**config.mk**
```make
export PLATFORM = sky130hd
export DESIGN_NAME = fixed_point_line_path_animator
export DESIGN_NICKNAME = d
export VERILOG_FILES = /design/src/design/lpa_pkg.sv /design/src/design/fixed_point_line_path_animator.sv /design/src/design/lpa_div.sv /design/src/design/lpa_datapath.sv /design/src/design/lpa_ctrl.sv
export SDC_FILE = /design/constraint.sdc
export NUM_CORES = 2
export LEC_CHECK = 0
export BUFFER_PORTS_ARGS = -buffer_cell sky130_fd_sc_hd__buf_4
export CAP_MARGIN = 30
export CORE_MARGIN = 1.5
export CORE_UTILIZATION = 57
export CTS_CLUSTER_DIAMETER = 120
export DETAILED_ROUTE_END_ITERATION = 10
export GPL_TIMING_DRIVEN = 0
export PLACE_DENSITY = 0.77
export SYNTH_ARGS = -nofsm -noshare
export SYNTH_HDL_FRONTEND = slang
export SYNTH_SLANG_ARGS = --single-unit
export TNS_END_PERCENT = 10
```
**constraint.sdc**
```tcl
create_clock -name clock -period 5.1 [get_ports clock]
set_input_delay 1.02 -clock clock [delete_from_list [all_inputs] [get_ports clock]]
set_output_delay 1.02 -clock clock [all_outputs]
set_load 0.01 [all_outputs]
```
**src/design/lpa_pkg.sv**
```systemverilog
package lpa_pkg;

   localparam int FRAC_BITS   = 16;
   localparam int COORD_BITS  = 16;
   localparam int REG_BITS    = 16;
   localparam int FRAME_BITS  = 31;
   localparam int ACC_BITS    = 48;
   localparam int DIFF_BITS   = REG_BITS + 1;
   localparam int MAG_BITS    = COORD_BITS + FRAC_BITS;
   localparam int CNT_BITS    = $clog2(MAG_BITS + 1);
   localparam int CSR_IDX_BITS  = 3;
   localparam int CSR_DATA_BITS = 32;

   localparam logic [CNT_BITS-1:0] DIV_COUNT = CNT_BITS'(MAG_BITS);
   localparam logic [ACC_BITS-1:0] ROUND_HALF = ACC_BITS'(1) << (FRAC_BITS - 1);

   localparam logic [CSR_IDX_BITS-1:0] CSR_START_X     = 3'd0;
   localparam logic [CSR_IDX_BITS-1:0] CSR_START_Y     = 3'd1;
   localparam logic [CSR_IDX_BITS-1:0] CSR_STOP_X      = 3'd2;
   localparam logic [CSR_IDX_BITS-1:0] CSR_STOP_Y      = 3'd3;
   localparam logic [CSR_IDX_BITS-1:0] CSR_BEGIN_FRAME = 3'd4;
   localparam logic [CSR_IDX_BITS-1:0] CSR_END_FRAME   = 3'd5;

   typedef struct packed {
      logic load_req;
      logic rearm;
      logic mul_start;
      logic mul_step;
      logic load_stop;
      logic load_round;
   } lpa_cmd_type;

   typedef struct packed {
      logic cfg_write;
      logic div_busy;
      logic past_end;
      logic later;
      logic elapsed_zero;
   } lpa_status_type;

   // sign-extend the low COORD_BITS of a coordinate register
   function automatic logic [REG_BITS-1:0] coord_ext(input logic [REG_BITS-1:0] r);
      logic [REG_BITS-1:0] v;
      for (int i = 0; i < REG_BITS; i++) begin
         v[i] = (i < COORD_BITS) ? r[i] : r[COORD_BITS-1];
      end
      return v;
   endfunction

endpackage

```
**src/design/fixed_point_line_path_animator.sv**
```systemverilog
// Line path animator: moves a point from (start_x, start_y) to (stop_x, stop_y) between
// begin_frame and end_frame, answering one request per frame query with the position rounded
// to the nearest integer. Requests are handled one at a time. A request past end_frame or
// not after the current frame answers with the stop position or the current position, and
// one that moves the point forward first multiplies the frames elapsed since the last query
// (up to 31 significant bits) by the step in the bit-serial shift-add multiplier; then the result waits in the
// output register until taken. The first request after reset or after a write to one of the six
// registers also runs the step division first: two restoring dividers side by side, skipped when
// end_frame is not after begin_frame. Register writes are taken in any cycle, but should be made
// only while no request is in flight.
module fixed_point_line_path_animator import lpa_pkg::*; (
   input  logic                     clock,
   input  logic                     reset,
   input  logic                     req_valid,
   output logic                     req_stall,
   input  logic [FRAME_BITS-1:0]    req_now_frame,
   output logic                     rsp_valid,
   input  logic                     rsp_stall,
   output logic signed [REG_BITS-1:0] rsp_pos_x,
   output logic signed [REG_BITS-1:0] rsp_pos_y,
   input  logic                     csr_valid,
   output logic                     csr_ready,
   input  logic [CSR_IDX_BITS-1:0]  csr_index,
   input  logic [CSR_DATA_BITS-1:0] csr_wdata
);

   lpa_cmd_type    cmd;
   lpa_status_type status;
   logic [REG_BITS-1:0] pos_x, pos_y;

   assign csr_ready = 1'b1;

   lpa_ctrl u_ctrl (
      .clock     (clock),
      .reset     (reset),
      .req_valid (req_valid),
      .req_stall (req_stall),
      .rsp_valid (rsp_valid),
      .rsp_stall (rsp_stall),
      .status    (status),
      .cmd       (cmd)
   );

   lpa_datapath u_datapath (
      .clock         (clock),
      .reset         (reset),
      .cmd           (cmd),
      .status        (status),
      .csr_valid     (csr_valid),
      .csr_index     (csr_index),
      .csr_wdata     (csr_wdata),
      .req_now_frame (req_now_frame),
      .rsp_pos_x     (pos_x),
      .rsp_pos_y     (pos_y)
   );

   assign rsp_pos_x = $signed(pos_x);
   assign rsp_pos_y = $signed(pos_y);

   // one request in flight: no new request while a result is pending
   a_single_flight: assert property (@(posedge clock) disable iff (reset)
      rsp_valid |-> req_stall)
      else $error("request accepted while a result is pending");

   a_stall_after_accept: assert property (@(posedge clock) disable iff (reset)
      (req_valid && !req_stall) |=> req_stall)
      else $error("input not stalled after a request was accepted");

   a_rearm_div_idle: assert property (@(posedge clock) disable iff (reset)
      cmd.rearm |-> !status.div_busy)
      else $error("rearm issued while the step dividers are busy");

   a_mul_not_during_div: assert property (@(posedge clock) disable iff (reset)
      (cmd.mul_start || cmd.mul_step) |-> !status.div_busy)
      else $error("position update while the step dividers are busy");

endmodule

```
**src/design/lpa_div.sv**
```systemverilog
module lpa_div import lpa_pkg::*; (
   input  logic                        clock,
   input  logic                        reset,
   input  logic                        start,
   input  logic signed [DIFF_BITS-1:0] diff,
   input  logic [FRAME_BITS-1:0]       span,
   output logic                        busy,
   output logic                        done,
   output logic [ACC_BITS-1:0]         quot
);

   logic                  busy_ff, busy_in;
   logic                  done_ff, done_in;
   logic                  neg_ff, neg_in;
   logic [CNT_BITS-1:0]   count_ff, count_in;
   logic [FRAME_BITS-1:0] rem_ff, rem_in;
   logic [MAG_BITS-1:0]   num_ff, num_in;

   logic signed [DIFF_BITS-1:0] neg_diff;
   logic [COORD_BITS-1:0]       mag;
   logic [FRAME_BITS:0]         trial;
   logic [FRAME_BITS:0]         trial_sub;
   logic                        fits;
   logic [ACC_BITS-1:0]         mag_ext;

   always_comb begin
      neg_diff  = -diff;
      mag       = diff[DIFF_BITS-1] ? neg_diff[COORD_BITS-1:0] : diff[COORD_BITS-1:0];
      trial     = {rem_ff, num_ff[MAG_BITS-1]};
      fits      = trial >= {1'b0, span};
      trial_sub = trial - {1'b0, span};

      busy_in  = busy_ff;
      done_in  = 1'b0;
      neg_in   = neg_ff;
      count_in = count_ff;
      rem_in   = rem_ff;
      num_in   = num_ff;

      if (start) begin
         busy_in  = 1'b1;
         count_in = DIV_COUNT;
         rem_in   = '0;
         num_in   = {mag, {FRAC_BITS{1'b0}}};
         neg_in   = diff[DIFF_BITS-1];
      end else if (busy_ff) begin
         // restoring step, quotient bits shift in behind the dividend bits
         rem_in   = fits ? trial_sub[FRAME_BITS-1:0] : trial[FRAME_BITS-1:0];
         num_in   = {num_ff[MAG_BITS-2:0], fits};
         count_in = count_ff - CNT_BITS'(1);
         if (count_ff == CNT_BITS'(1)) begin
            busy_in = 1'b0;
            done_in = 1'b1;
         end
      end
   end

   always_ff @(posedge clock) begin
      if (reset) begin
         busy_ff <= 1'b0;
         done_ff <= 1'b0;
      end else begin
         busy_ff <= busy_in;
         done_ff <= done_in;
      end
      neg_ff   <= neg_in;
      count_ff <= count_in;
      rem_ff   <= rem_in;
      num_ff   <= num_in;
   end

   assign mag_ext = {{(ACC_BITS-MAG_BITS){1'b0}}, num_ff};
   assign quot    = neg_ff ? -mag_ext : mag_ext;
   assign busy    = busy_ff;
   assign done    = done_ff;

endmodule

```
**src/design/lpa_datapath.sv**
```systemverilog
module lpa_datapath import lpa_pkg::*; (
   input  logic                     clock,
   input  logic                     reset,
   input  lpa_cmd_type              cmd,
   output lpa_status_type           status,
   input  logic                     csr_valid,
   input  logic [CSR_IDX_BITS-1:0]  csr_index,
   input  logic [CSR_DATA_BITS-1:0] csr_wdata,
   input  logic [FRAME_BITS-1:0]    req_now_frame,
   output logic [REG_BITS-1:0]      rsp_pos_x,
   output logic [REG_BITS-1:0]      rsp_pos_y
);

   logic [REG_BITS-1:0]   start_x_ff, start_y_ff, stop_x_ff, stop_y_ff;
   logic [FRAME_BITS-1:0] begin_frame_ff, end_frame_ff;
   logic                  cfg_hit;

   logic [FRAME_BITS-1:0] now_ff, now_in;
   logic [FRAME_BITS-1:0] current_frame_ff, current_frame_in;
   logic [FRAME_BITS-1:0] elapsed_ff, elapsed_in;
   logic [ACC_BITS-1:0]   accum_x_ff, accum_x_in, accum_y_ff, accum_y_in;
   logic [ACC_BITS-1:0]   step_x_ff, step_x_in, step_y_ff, step_y_in;
   logic [ACC_BITS-1:0]   mcand_x_ff, mcand_x_in, mcand_y_ff, mcand_y_in;
   logic [REG_BITS-1:0]   pos_x_ff, pos_x_in, pos_y_ff, pos_y_in;

   logic [REG_BITS-1:0]         sx, sy, ex, ey;
   logic signed [DIFF_BITS-1:0] diff_x, diff_y;
   logic [FRAME_BITS-1:0]       span;
   logic                        span_pos;
   logic                        div_start;
   logic                        div_x_busy, div_y_busy, div_x_done, div_y_done;
   logic [ACC_BITS-1:0]         quot_x, quot_y;
   logic [ACC_BITS-1:0]         round_x, round_y;

   // configuration registers
   always_comb begin
      case (csr_index)
         CSR_START_X, CSR_START_Y, CSR_STOP_X, CSR_STOP_Y,
         CSR_BEGIN_FRAME, CSR_END_FRAME: cfg_hit = csr_valid;
         default:                        cfg_hit = 1'b0;
      endcase
   end

   always_ff @(posedge clock) begin
      if (reset) begin
         start_x_ff     <= '0;
         start_y_ff     <= '0;
         stop_x_ff      <= '0;
         stop_y_ff      <= '0;
         begin_frame_ff <= '0;
         end_frame_ff   <= '0;
      end else if (csr_valid) begin
         case (csr_index)
            CSR_START_X:     start_x_ff     <= csr_wdata[REG_BITS-1:0];
            CSR_START_Y:     start_y_ff     <= csr_wdata[REG_BITS-1:0];
            CSR_STOP_X:      stop_x_ff      <= csr_wdata[REG_BITS-1:0];
            CSR_STOP_Y:      stop_y_ff      <= csr_wdata[REG_BITS-1:0];
            CSR_BEGIN_FRAME: begin_frame_ff <= csr_wdata[FRAME_BITS-1:0];
            CSR_END_FRAME:   end_frame_ff   <= csr_wdata[FRAME_BITS-1:0];
            default: ;
         endcase
      end
   end

   assign sx       = coord_ext(start_x_ff);
   assign sy       = coord_ext(start_y_ff);
   assign ex       = coord_ext(stop_x_ff);
   assign ey       = coord_ext(stop_y_ff);
   assign diff_x   = $signed({ex[REG_BITS-1], ex}) - $signed({sx[REG_BITS-1], sx});
   assign diff_y   = $signed({ey[REG_BITS-1], ey}) - $signed({sy[REG_BITS-1], sy});
   assign span_pos = end_frame_ff > begin_frame_ff;
   assign span     = end_frame_ff - begin_frame_ff;
   assign div_start = cmd.rearm && span_pos;

   lpa_div u_div_x (
      .clock (clock),
      .reset (reset),
      .start (div_start),
      .diff  (diff_x),
      .span  (span),
      .busy  (div_x_busy),
      .done  (div_x_done),
      .quot  (quot_x)
   );

   lpa_div u_div_y (
      .clock (clock),
      .reset (reset),
      .start (div_start),
      .diff  (diff_y),
      .span  (span),
      .busy  (div_y_busy),
      .done  (div_y_done),
      .quot  (quot_y)
   );

   assign round_x = accum_x_ff + ROUND_HALF;
   assign round_y = accum_y_ff + ROUND_HALF;

   always_comb begin
      now_in           = now_ff;
      current_frame_in = current_frame_ff;
      elapsed_in       = elapsed_ff;
      accum_x_in       = accum_x_ff;
      accum_y_in       = accum_y_ff;
      step_x_in        = step_x_ff;
      step_y_in        = step_y_ff;
      mcand_x_in       = mcand_x_ff;
      mcand_y_in       = mcand_y_ff;
      pos_x_in         = pos_x_ff;
      pos_y_in         = pos_y_ff;

      if (cmd.load_req) begin
         now_in = req_now_frame;
      end

      if (cmd.rearm) begin
         current_frame_in = begin_frame_ff;
         accum_x_in = {{(ACC_BITS-REG_BITS-FRAC_BITS){sx[REG_BITS-1]}}, sx, {FRAC_BITS{1'b0}}};
         accum_y_in = {{(ACC_BITS-REG_BITS-FRAC_BITS){sy[REG_BITS-1]}}, sy, {FRAC_BITS{1'b0}}};
         step_x_in  = '0;
         step_y_in  = '0;
      end
      if (div_x_done) begin
         step_x_in = quot_x;
      end
      if (div_y_done) begin
         step_y_in = quot_y;
      end

      if (cmd.mul_start) begin
         elapsed_in       = now_ff - current_frame_ff;
         current_frame_in = now_ff;
         mcand_x_in       = step_x_ff;
         mcand_y_in       = step_y_ff;
      end

      // shift-add multiply of elapsed frames by the step, straight into the accumulators
      if (cmd.mul_step) begin
         if (elapsed_ff[0]) begin
            accum_x_in = accum_x_ff + mcand_x_ff;
            accum_y_in = accum_y_ff + mcand_y_ff;
         end
         mcand_x_in = {mcand_x_ff[ACC_BITS-2:0], 1'b0};
         mcand_y_in = {mcand_y_ff[ACC_BITS-2:0], 1'b0};
         elapsed_in = {1'b0, elapsed_ff[FRAME_BITS-1:1]};
      end

      if (cmd.load_stop) begin
         pos_x_in = ex;
         pos_y_in = ey;
      end else if (cmd.load_round) begin
         pos_x_in = round_x[FRAC_BITS+REG_BITS-1:FRAC_BITS];
         pos_y_in = round_y[FRAC_BITS+REG_BITS-1:FRAC_BITS];
      end
   end

   always_ff @(posedge clock) begin
      now_ff           <= now_in;
      current_frame_ff <= current_frame_in;
      elapsed_ff       <= elapsed_in;
      accum_x_ff       <= accum_x_in;
      accum_y_ff       <= accum_y_in;
      step_x_ff        <= step_x_in;
      step_y_ff        <= step_y_in;
      mcand_x_ff       <= mcand_x_in;
      mcand_y_ff       <= mcand_y_in;
      pos_x_ff         <= pos_x_in;
      pos_y_ff         <= pos_y_in;
   end

   always_comb begin
      status.cfg_write    = cfg_hit;
      status.div_busy     = div_x_busy || div_y_busy;
      status.past_end     = now_ff > end_frame_ff;
      status.later        = now_ff > current_frame_ff;
      status.elapsed_zero = elapsed_ff == '0;
   end

   assign rsp_pos_x = pos_x_ff;
   assign rsp_pos_y = pos_y_ff;

endmodule

```
**src/design/lpa_ctrl.sv**
```systemverilog
module lpa_ctrl import lpa_pkg::*; (
   input  logic           clock,
   input  logic           reset,
   input  logic           req_valid,
   output logic           req_stall,
   output logic           rsp_valid,
   input  logic           rsp_stall,
   input  lpa_status_type status,
   output lpa_cmd_type    cmd
);

   typedef enum logic [4:0] {
      ST_IDLE = 5'b00001,
      ST_DIV  = 5'b00010,
      ST_EVAL = 5'b00100,
      ST_MUL  = 5'b01000,
      ST_RESP = 5'b10000
   } lpa_state_type;

   lpa_state_type state_ff, state_in;
   logic          rearm_pending_ff, rearm_pending_in;

   always_comb begin
      state_in         = state_ff;
      rearm_pending_in = rearm_pending_ff;
      cmd              = '0;
      req_stall        = 1'b1;
      rsp_valid        = 1'b0;

      case (state_ff)
         ST_IDLE: begin
            req_stall = 1'b0;
            if (req_valid) begin
               cmd.load_req = 1'b1;
               if (rearm_pending_ff) begin
                  cmd.rearm        = 1'b1;
                  rearm_pending_in = 1'b0;
                  state_in         = ST_DIV;
               end else begin
                  state_in = ST_EVAL;
               end
            end
         end
         ST_DIV: begin
            if (!status.div_busy) begin
               state_in = ST_EVAL;
            end
         end
         ST_EVAL: begin
            if (status.past_end) begin
               cmd.load_stop = 1'b1;
               state_in      = ST_RESP;
            end else if (status.later) begin
               cmd.mul_start = 1'b1;
               state_in      = ST_MUL;
            end else begin
               cmd.load_round = 1'b1;
               state_in       = ST_RESP;
            end
         end
         ST_MUL: begin
            if (status.elapsed_zero) begin
               cmd.load_round = 1'b1;
               state_in       = ST_RESP;
            end else begin
               cmd.mul_step = 1'b1;
            end
         end
         ST_RESP: begin
            rsp_valid = 1'b1;
            if (!rsp_stall) begin
               state_in = ST_IDLE;
            end
         end
         default: begin
            state_in = ST_IDLE;
         end
      endcase

      // a write to any of the six registers re-arms the path for the next request
      if (status.cfg_write) begin
         rearm_pending_in = 1'b1;
      end
   end

   always_ff @(posedge clock) begin
      if (reset) begin
         state_ff         <= ST_IDLE;
         rearm_pending_ff <= 1'b1;
      end else begin
         state_ff         <= state_in;
         rearm_pending_ff <= rearm_pending_in;
      end
   end

endmodule

```
* After elaboration in Yosys (flattened, before gate mapping)
Cells that the tools add are included.
** Operators by class
- Add/sub/neg operators :: 16
- Magnitude comparators :: 5
- Eq/ne operators :: 16
- Muxes and demuxes :: 64
- Bitwise gates (word level) :: 2
- Reduce and logical (&&, ||, !) cells :: 23
** Operator list (count)
- two-way mux 48 bit :: 15
- two-way mux 32 bit :: 4
- two-way mux 31 bit :: 4
- subtractor 31 bit :: 4
- adder 48 bit :: 2
- two-way mux 16 bit :: 6
- negation 32 -> 48 bit :: 2
- greater-than comparator 31 bit :: 3
- adder 32 x 16 -> 32 bit, second input constant :: 2
- greater-or-equal comparator 32 x 31 -> 1 bit :: 2
- two-way mux 30 bit :: 2
- subtractor 16 x 16 -> 17 bit :: 2
- negation 16 bit :: 2
- zero test 31 bit :: 1
- two-way mux 5 bit :: 6
- one-hot mux 5 bit (5 select lines) :: 1
- two-way mux 1 bit :: 22
- AND reduction 2 bit :: 7
- nonzero test 2 bit :: 7
- == test 6 x 1 -> 1 bit, second input constant :: 2
- subtractor 6 x 1 -> 6 bit, second input constant :: 2
- inequality test 2 bit, second input constant :: 4
- == test 3 x 2 -> 1 bit, second input constant :: 2
- == test 3 bit, second input constant :: 2
- other kinds (17) :: 20
** Storage, ports and cells
- Register bits :: 689
- Input bits :: 71
- Output and inout port bits :: 35
- Logic and storage cells :: 162

* Longest topological paths before layout
- Word-level depth :: 6
- Depth in mapped cells :: 30
- Gate-level depth less buffers :: 28

* Hierarchy
Synthesis repeated with hierarchy kept, for this count alone.
** Second synthesis, totals
- Cell total of the unflattened synthesis :: 4279
- Area total of the unflattened synthesis :: 37693.7 um^2
** Modules (own cells, without submodules)
- lpa_datapath :: times used 1, cells an instance 2779, area each 25550.8 um^2, sequential area each 11370.9 um^2
- lpa_div (u_datapath.u_div_x) :: times used 1, cells an instance 738, area each 5921.9 um^2, sequential area each 1611.5 um^2
- lpa_div (u_datapath.u_div_y) :: times used 1, cells an instance 717, area each 5839.4 um^2, sequential area each 1611.5 um^2
- lpa_ctrl :: times used 1, cells an instance 43, area each 370.4 um^2, sequential area each 120.1 um^2
- fixed_point_line_path_animator :: times used 1, cells an instance 2, area each 11.3 um^2, sequential area each 0.0 um^2

* Worst setup path after synthesis
Ideal clock, no wire load.
- Path kind :: register to register
- Start :: register u_datapath.end_frame_ff[0]
- End :: register u_datapath.u_div_x.rem_ff[19]
- Setup time :: 0.086 ns
- Arrival time :: 5.336 ns
- Data required time :: 5.014 ns
- Setup slack :: -0.322 ns
- Stages on the path, launching flop included :: 28
- Buffers on the path :: 2
- Clock period less this slack :: 5.422 ns
- Cell sequence :: dfxtp_1 -> inv_1 -> ha_1 -> inv_1 -> fa_1 -> a21oi_1 -> o21ai_1 -> or4_1 -> nor3b_1 -> o21ai_1 -> a21bo_2 -> a21oi_1 -> o21ai_0 -> a21oi_1 -> o22ai_1 -> xnor2_1 -> ha_1 -> clkbuf_1 -> and4_1 -> nand4_1 -> nor4_1 -> nand4_1 -> or3b_2 -> nand3_1 -> buf_4 -> nand2_1 -> xor2_1 -> a211oi_1
** On the way
- Cells in the longest elaborated chain, start to end :: 3
- Elaborated cells between the ends (all ways) :: 6
- Classes of those cells :: add/sub (2); order compare (2); mux (1); reduce/logical (1)
** Ends and longest elaborated chain
- start: declaration :: line lpa_datapath.sv:15 : logic [FRAME_BITS-1:0] begin_frame_ff, end_frame_ff;
- start signal: assignment :: line lpa_datapath.sv:59 : CSR_END_FRAME: end_frame_ff <= csr_wdata[FRAME_BITS-1:0];
- subtractor 31 bit :: line lpa_datapath.sv:72 : assign span = end_frame_ff - begin_frame_ff;
- subtractor 31 bit / greater-or-equal comparator 32 x 31 -> 1 bit (equally long branches) :: line lpa_div.sv:31, lpa_div.sv:30
- two-way mux 31 bit :: line lpa_div.sv:48 : rem_in = fits ? trial_sub[FRAME_BITS-1:0] : trial[FRAME_BITS-1:0];
- end signal: assignment :: line lpa_div.sv:68 : rem_ff <= rem_in;
- end: declaration :: line lpa_div.sv:16 : logic [FRAME_BITS-1:0] rem_ff, rem_in;
Several ways; a longest one is shown, not always the timed one.
A chain may end at the register's enable or synchronous reset.

* Final worst setup path
- Start :: register u_datapath.end_frame_ff[1]
- End :: register u_datapath.u_div_x.rem_ff[30]
The elaborated chain is that of the path after synthesis.

==> impl_summary.md <==
Status
The run finished, with violations left. The final reports fail on negative setup slack.

Global routing
The number of global-route vias before repair is 29200. The initial antenna violation count is 8. The first global-routing pass estimated 161000 um of wire. The pin count of the biggest net entering global routing is 63. The global route total overflow is 0.

For this run, the total global-route usage over all layers was measured as 32.1%.

Detailed routing
The count of nets left with antenna violations once routing finished came out at 0. The number of vias after detailed routing is 31000. The routed design has 105000 um of wire.

The violation count after the first detailed-route iteration is 2881. The first detailed-routing pass ran for 6 iterations. After detailed routing, the number of vias per cell comes to 6.05. In the final routed layout, each cell accounts on average for 20.5 um.

The DRC violations left is 0.

Clocking
The clock reaches the later pin of the worst-skew pair after 620 ps. The clock tree synthesis step divided the H-tree into 3 levels. The clock buffer count from CTS is 66. After clock tree synthesis, the clock-pin slew on the worst setup and hold paths is 60 ps. The tree is rooted in a clkbuf_16.

The number of sinks driven by the clock tree is 593. The maximum buffer depth of the clock tree is 3. TritonCTS built the clock tree.

Synthesis
The net count after synthesis is 4365. The fraction of registers with async set or reset after synthesis is 0%. Counting flops with a built-in enable in the synthesized netlist gives 284. The mapped netlist covers 35900 um^2.

The number of flip-flops and latches in the synthesized netlist is 593. Yosys printed 0 warnings. Summed over its instances, the top area cell type makes up 23.7% of the synthesized netlist area. Yosys mapped the design onto 85 distinct sky130hd cell types. Each instance of the synthesized netlist takes up on average 8.91 um^2. The post-synthesis instance total is 4033. The share of synthesized area occupied by flip-flops and latches is 41.0%.

The leading area contributor after synthesis is edfxtp_1. Ranked by total cell area, the synthesized netlist is headed by edfxtp_1 24%, dfxtp_1 17%, ha_1 8.8%. The most used flip-flop cell after synthesis is dfxtp_1.

Floorplan
For this configuration, the core starts out at a cell density of 58.0%. During I/O placement, the number of pins put on the boundary was 106. Measured along the x axis, the die boundary spans 254 um. The area of the core is 61900 um^2. In this run the vertical extent of the chip is 254 um. The number of core rows is 91. The die footprint is 64500 um^2.

Place
At the placement stage, the worst setup path has a slack of -1390 ps. During placement, the flow inserted port buffers numbering 102. After legalization and detailed placement, the total HPWL measured 78900 um. The final weighted congestion in routability-driven placement is 0.966.

Power and ir drop
The cell area power density is 447 nW/um^2. The worst IR drop on VDD is 323 uV. The post-layout total power is 18.3 mW. For this design the static power due to leakage is 15.7 nW.

Critical path
In this run the worst path has a maximum fanout of 8. The critical path required time is 5600 ps. STA classifies the critical path startpoint as a register. The critical path arrival is 6290 ps. The kind of critical path is reg2reg.

The kind of end point of the critical path is a register.

STA
The share of the clock period used by the worst path after layout is 114%. The count of final hold-check violations came to 0. The number of max-slew violations in the final report was 0.

The clock arrives with 27.9 ps of skew. Summed over all failing endpoints, the final setup total negative slack is -35770 ps. The clock period minus worst slack is 5790 ps. The highest achievable clock rate is 0.173 GHz. The post-route worst setup slack is -691 ps.

Setup repair after global routing could not meet its margin everywhere. The number of endpoints failing setup at the final stage is 64. The worst slew slack as a fraction of its limit is 29.4%. The transition time at the pin with the least slew margin is 1060 ps.

Layout
The share of the core filled with cells in the final layout is 66.1%. The antenna diode count is 0. The layout filler cell count is 5023. The library cells used most frequently in the layout, excluding fill and tap cells, are 537 x nand2_1, 340 x a21oi_1, 305 x dfxtp_1.

The share of final-layout standard cells stronger than drive strength 1 is 9.20%. The net count of the finished layout is 4564. The library cell used most frequently in the layout, excluding fill and tap cells, is nand2_1. The area overhead of the layout relative to synthesis is 13.9%.

Worst hold path
The type of the worst min-delay path is reg2reg.

Job
Max-cap violations in this run came to 0.
[Yosys cell counts, types with 8 or more instances]
| library cell | number |
|---|---|
| a21oi_1 | 354 |
| nor3_1 | 53 |
| clkbuf_1 | 141 |
| a211oi_1 | 66 |
| or2_2 | 21 |
| o21ai_0 | 247 |
| and4_1 | 10 |
| inv_1 | 233 |
| o31ai_1 | 36 |
| o21ai_1 | 8 |
| o211ai_1 | 11 |
| nand2_1 | 541 |
| nand2b_1 | 40 |
| a21boi_0 | 9 |
| o21bai_1 | 26 |
| and2_1 | 80 |
| nand3_1 | 99 |
| nor4_1 | 15 |
| nor2b_1 | 39 |
| o21a_1 | 44 |
| xnor2_1 | 196 |
| nand4_1 | 31 |
| nor3b_1 | 8 |
| a221o_1 | 9 |
| and3_1 | 30 |
| a21o_1 | 74 |
| or3_1 | 37 |
| nor2_1 | 276 |
| o41ai_1 | 12 |
| xor2_1 | 106 |
| dfxtp_1 | 309 |
| a31oi_1 | 38 |
| mux2i_1 | 68 |
| fa_1 | 8 |
| ha_1 | 253 |
| edfxtp_1 | 284 |
| or4_1 | 17 |
| buf_1 | 17 |
| a22o_1 | 62 |
| a211o_1 | 8 |
[stage by stage]
step | std cells | hold WS, ps | area [um^2]
after CTS | 5114 | 455 | 40500
after global routing | 5120 | 474 | 40900
after detailed placement | 4981 | 446 | 37900
after global placement | 4972 | 442 | 37800
after floorplan | 4033 | 433 | 36000
final | 5120 | 456 | 40900
[worst max-delay path: stages, from the launching register on]
cell      delay (ps)
dfxtp_4          370
ha_4             250
nor2b_4          130
o31a_1           300
o41a_1           380
o211a_1          280
o21a_4           220
o21a_1           200
o21ai_2          180
a21oi_2           80
a211oi_2         350
nor2_2           140
a211oi_2         260
o21bai_1         150
xnor2_2          150
buf_4            180
ha_4             270
buf_8            120
nand4_1          190
nor4_2           200
nand4_1          110
or3b_4           450
nand3_4          150
nor2_1            80
and3_1           220
a221o_1          270
[what timing repair did]
action / in CTS / in global routing
resized for setup: 59 / 98
pin swaps: 26 / 73
endpoints found under the setup margin: 64 / 85
cloned: 3 / 0
hold buffers: 0 / 0
buffers inserted: 11 / 12
[power breakdown]
| group | switching (mW) | leakage [nW] | total (mW) | internal [mW] |
|---|---|---|---|---|
| clock network | 1.99 | 1.00 | 4.62 | 2.63 |
| logic | 4.24 | 9.54 | 7.50 | 3.27 |
| registers | 0.562 | 5.20 | 6.19 | 5.63 |
| total | 6.79 | 15.7 | 18.3 | 11.5 |
[flip-flops by register name, indices dropped and copies added (netlist names), 32 cells and up]
signal and count:
u_datapath.accum_x_ff 32, u_datapath.accum_y_ff 32, u_datapath.mcand_x_ff 32, u_datapath.mcand_y_ff 32, u_datapath.step_x_ff 32, u_datapath.step_y_ff 32
u_datapath.u_div_x.num_ff 32, u_datapath.u_div_y.num_ff 32
[final timing paths]
check / startpoint / end / slack (ps) / cells past startpoint
setup / recovery: u_datapath.end_frame_ff[1]$_SDFFE_PP0P_ / u_datapath.u_div_x.rem_ff[30]$_SDFFE_PP0P_ / -690 / 25
hold reg to reg: u_datapath.begin_frame_ff[26]$_SDFFE_PP0P_ / u_datapath.begin_frame_ff[26]$_SDFFE_PP0P_ / 460 / 2
setup reg to reg: u_datapath.end_frame_ff[1]$_SDFFE_PP0P_ / u_datapath.u_div_x.rem_ff[30]$_SDFFE_PP0P_ / -690 / 25
hold / removal: u_datapath.begin_frame_ff[26]$_SDFFE_PP0P_ / u_datapath.begin_frame_ff[26]$_SDFFE_PP0P_ / 460 / 2
[kinds of logic (layout without fill, tap and decap cells)]
kind of cell | count (synthesis) | after routing | synth area share [%]
compound gates | 1077 | 1077 | 18.8
xor+xnor | 302 | 302 | 7.36
fa+ha+maj | 268 | 268 | 9.46
buf+inv | 402 | 651 | 4.30
flops | 593 | 593 | 41.0
mux | 77 | 77 | 2.18
other cells | 1 | 1 | 0.0104
simple gates | 1313 | 1314 | 16.9
[layout make-up]
cell class,instances,area (um^2),area share [%]
inverter,234,881,2.15
sequential,593,14700,36.0
timing repair buffer,133,1110,2.72
tap,837,1050,2.56
clock buffer,98,1940,4.73
multi-input combinational,3039,20400,49.8
clock inverter,21,123,0.300
buffer,165,729,1.78
[routing by layer]
layer | part of all wire [%] | global-route usage [%] | up-vias
met4 | 4.5 | 13.8 | 12
met3 | 8.4 | 6.79 | 231
met5 | 0.071 | 0 | -
met2 | 45 | 51.1 | 1227
met1 | 42 | 42.1 | 14700
li1 | - | - | 14800
Power figures use the tool's default switching activity.
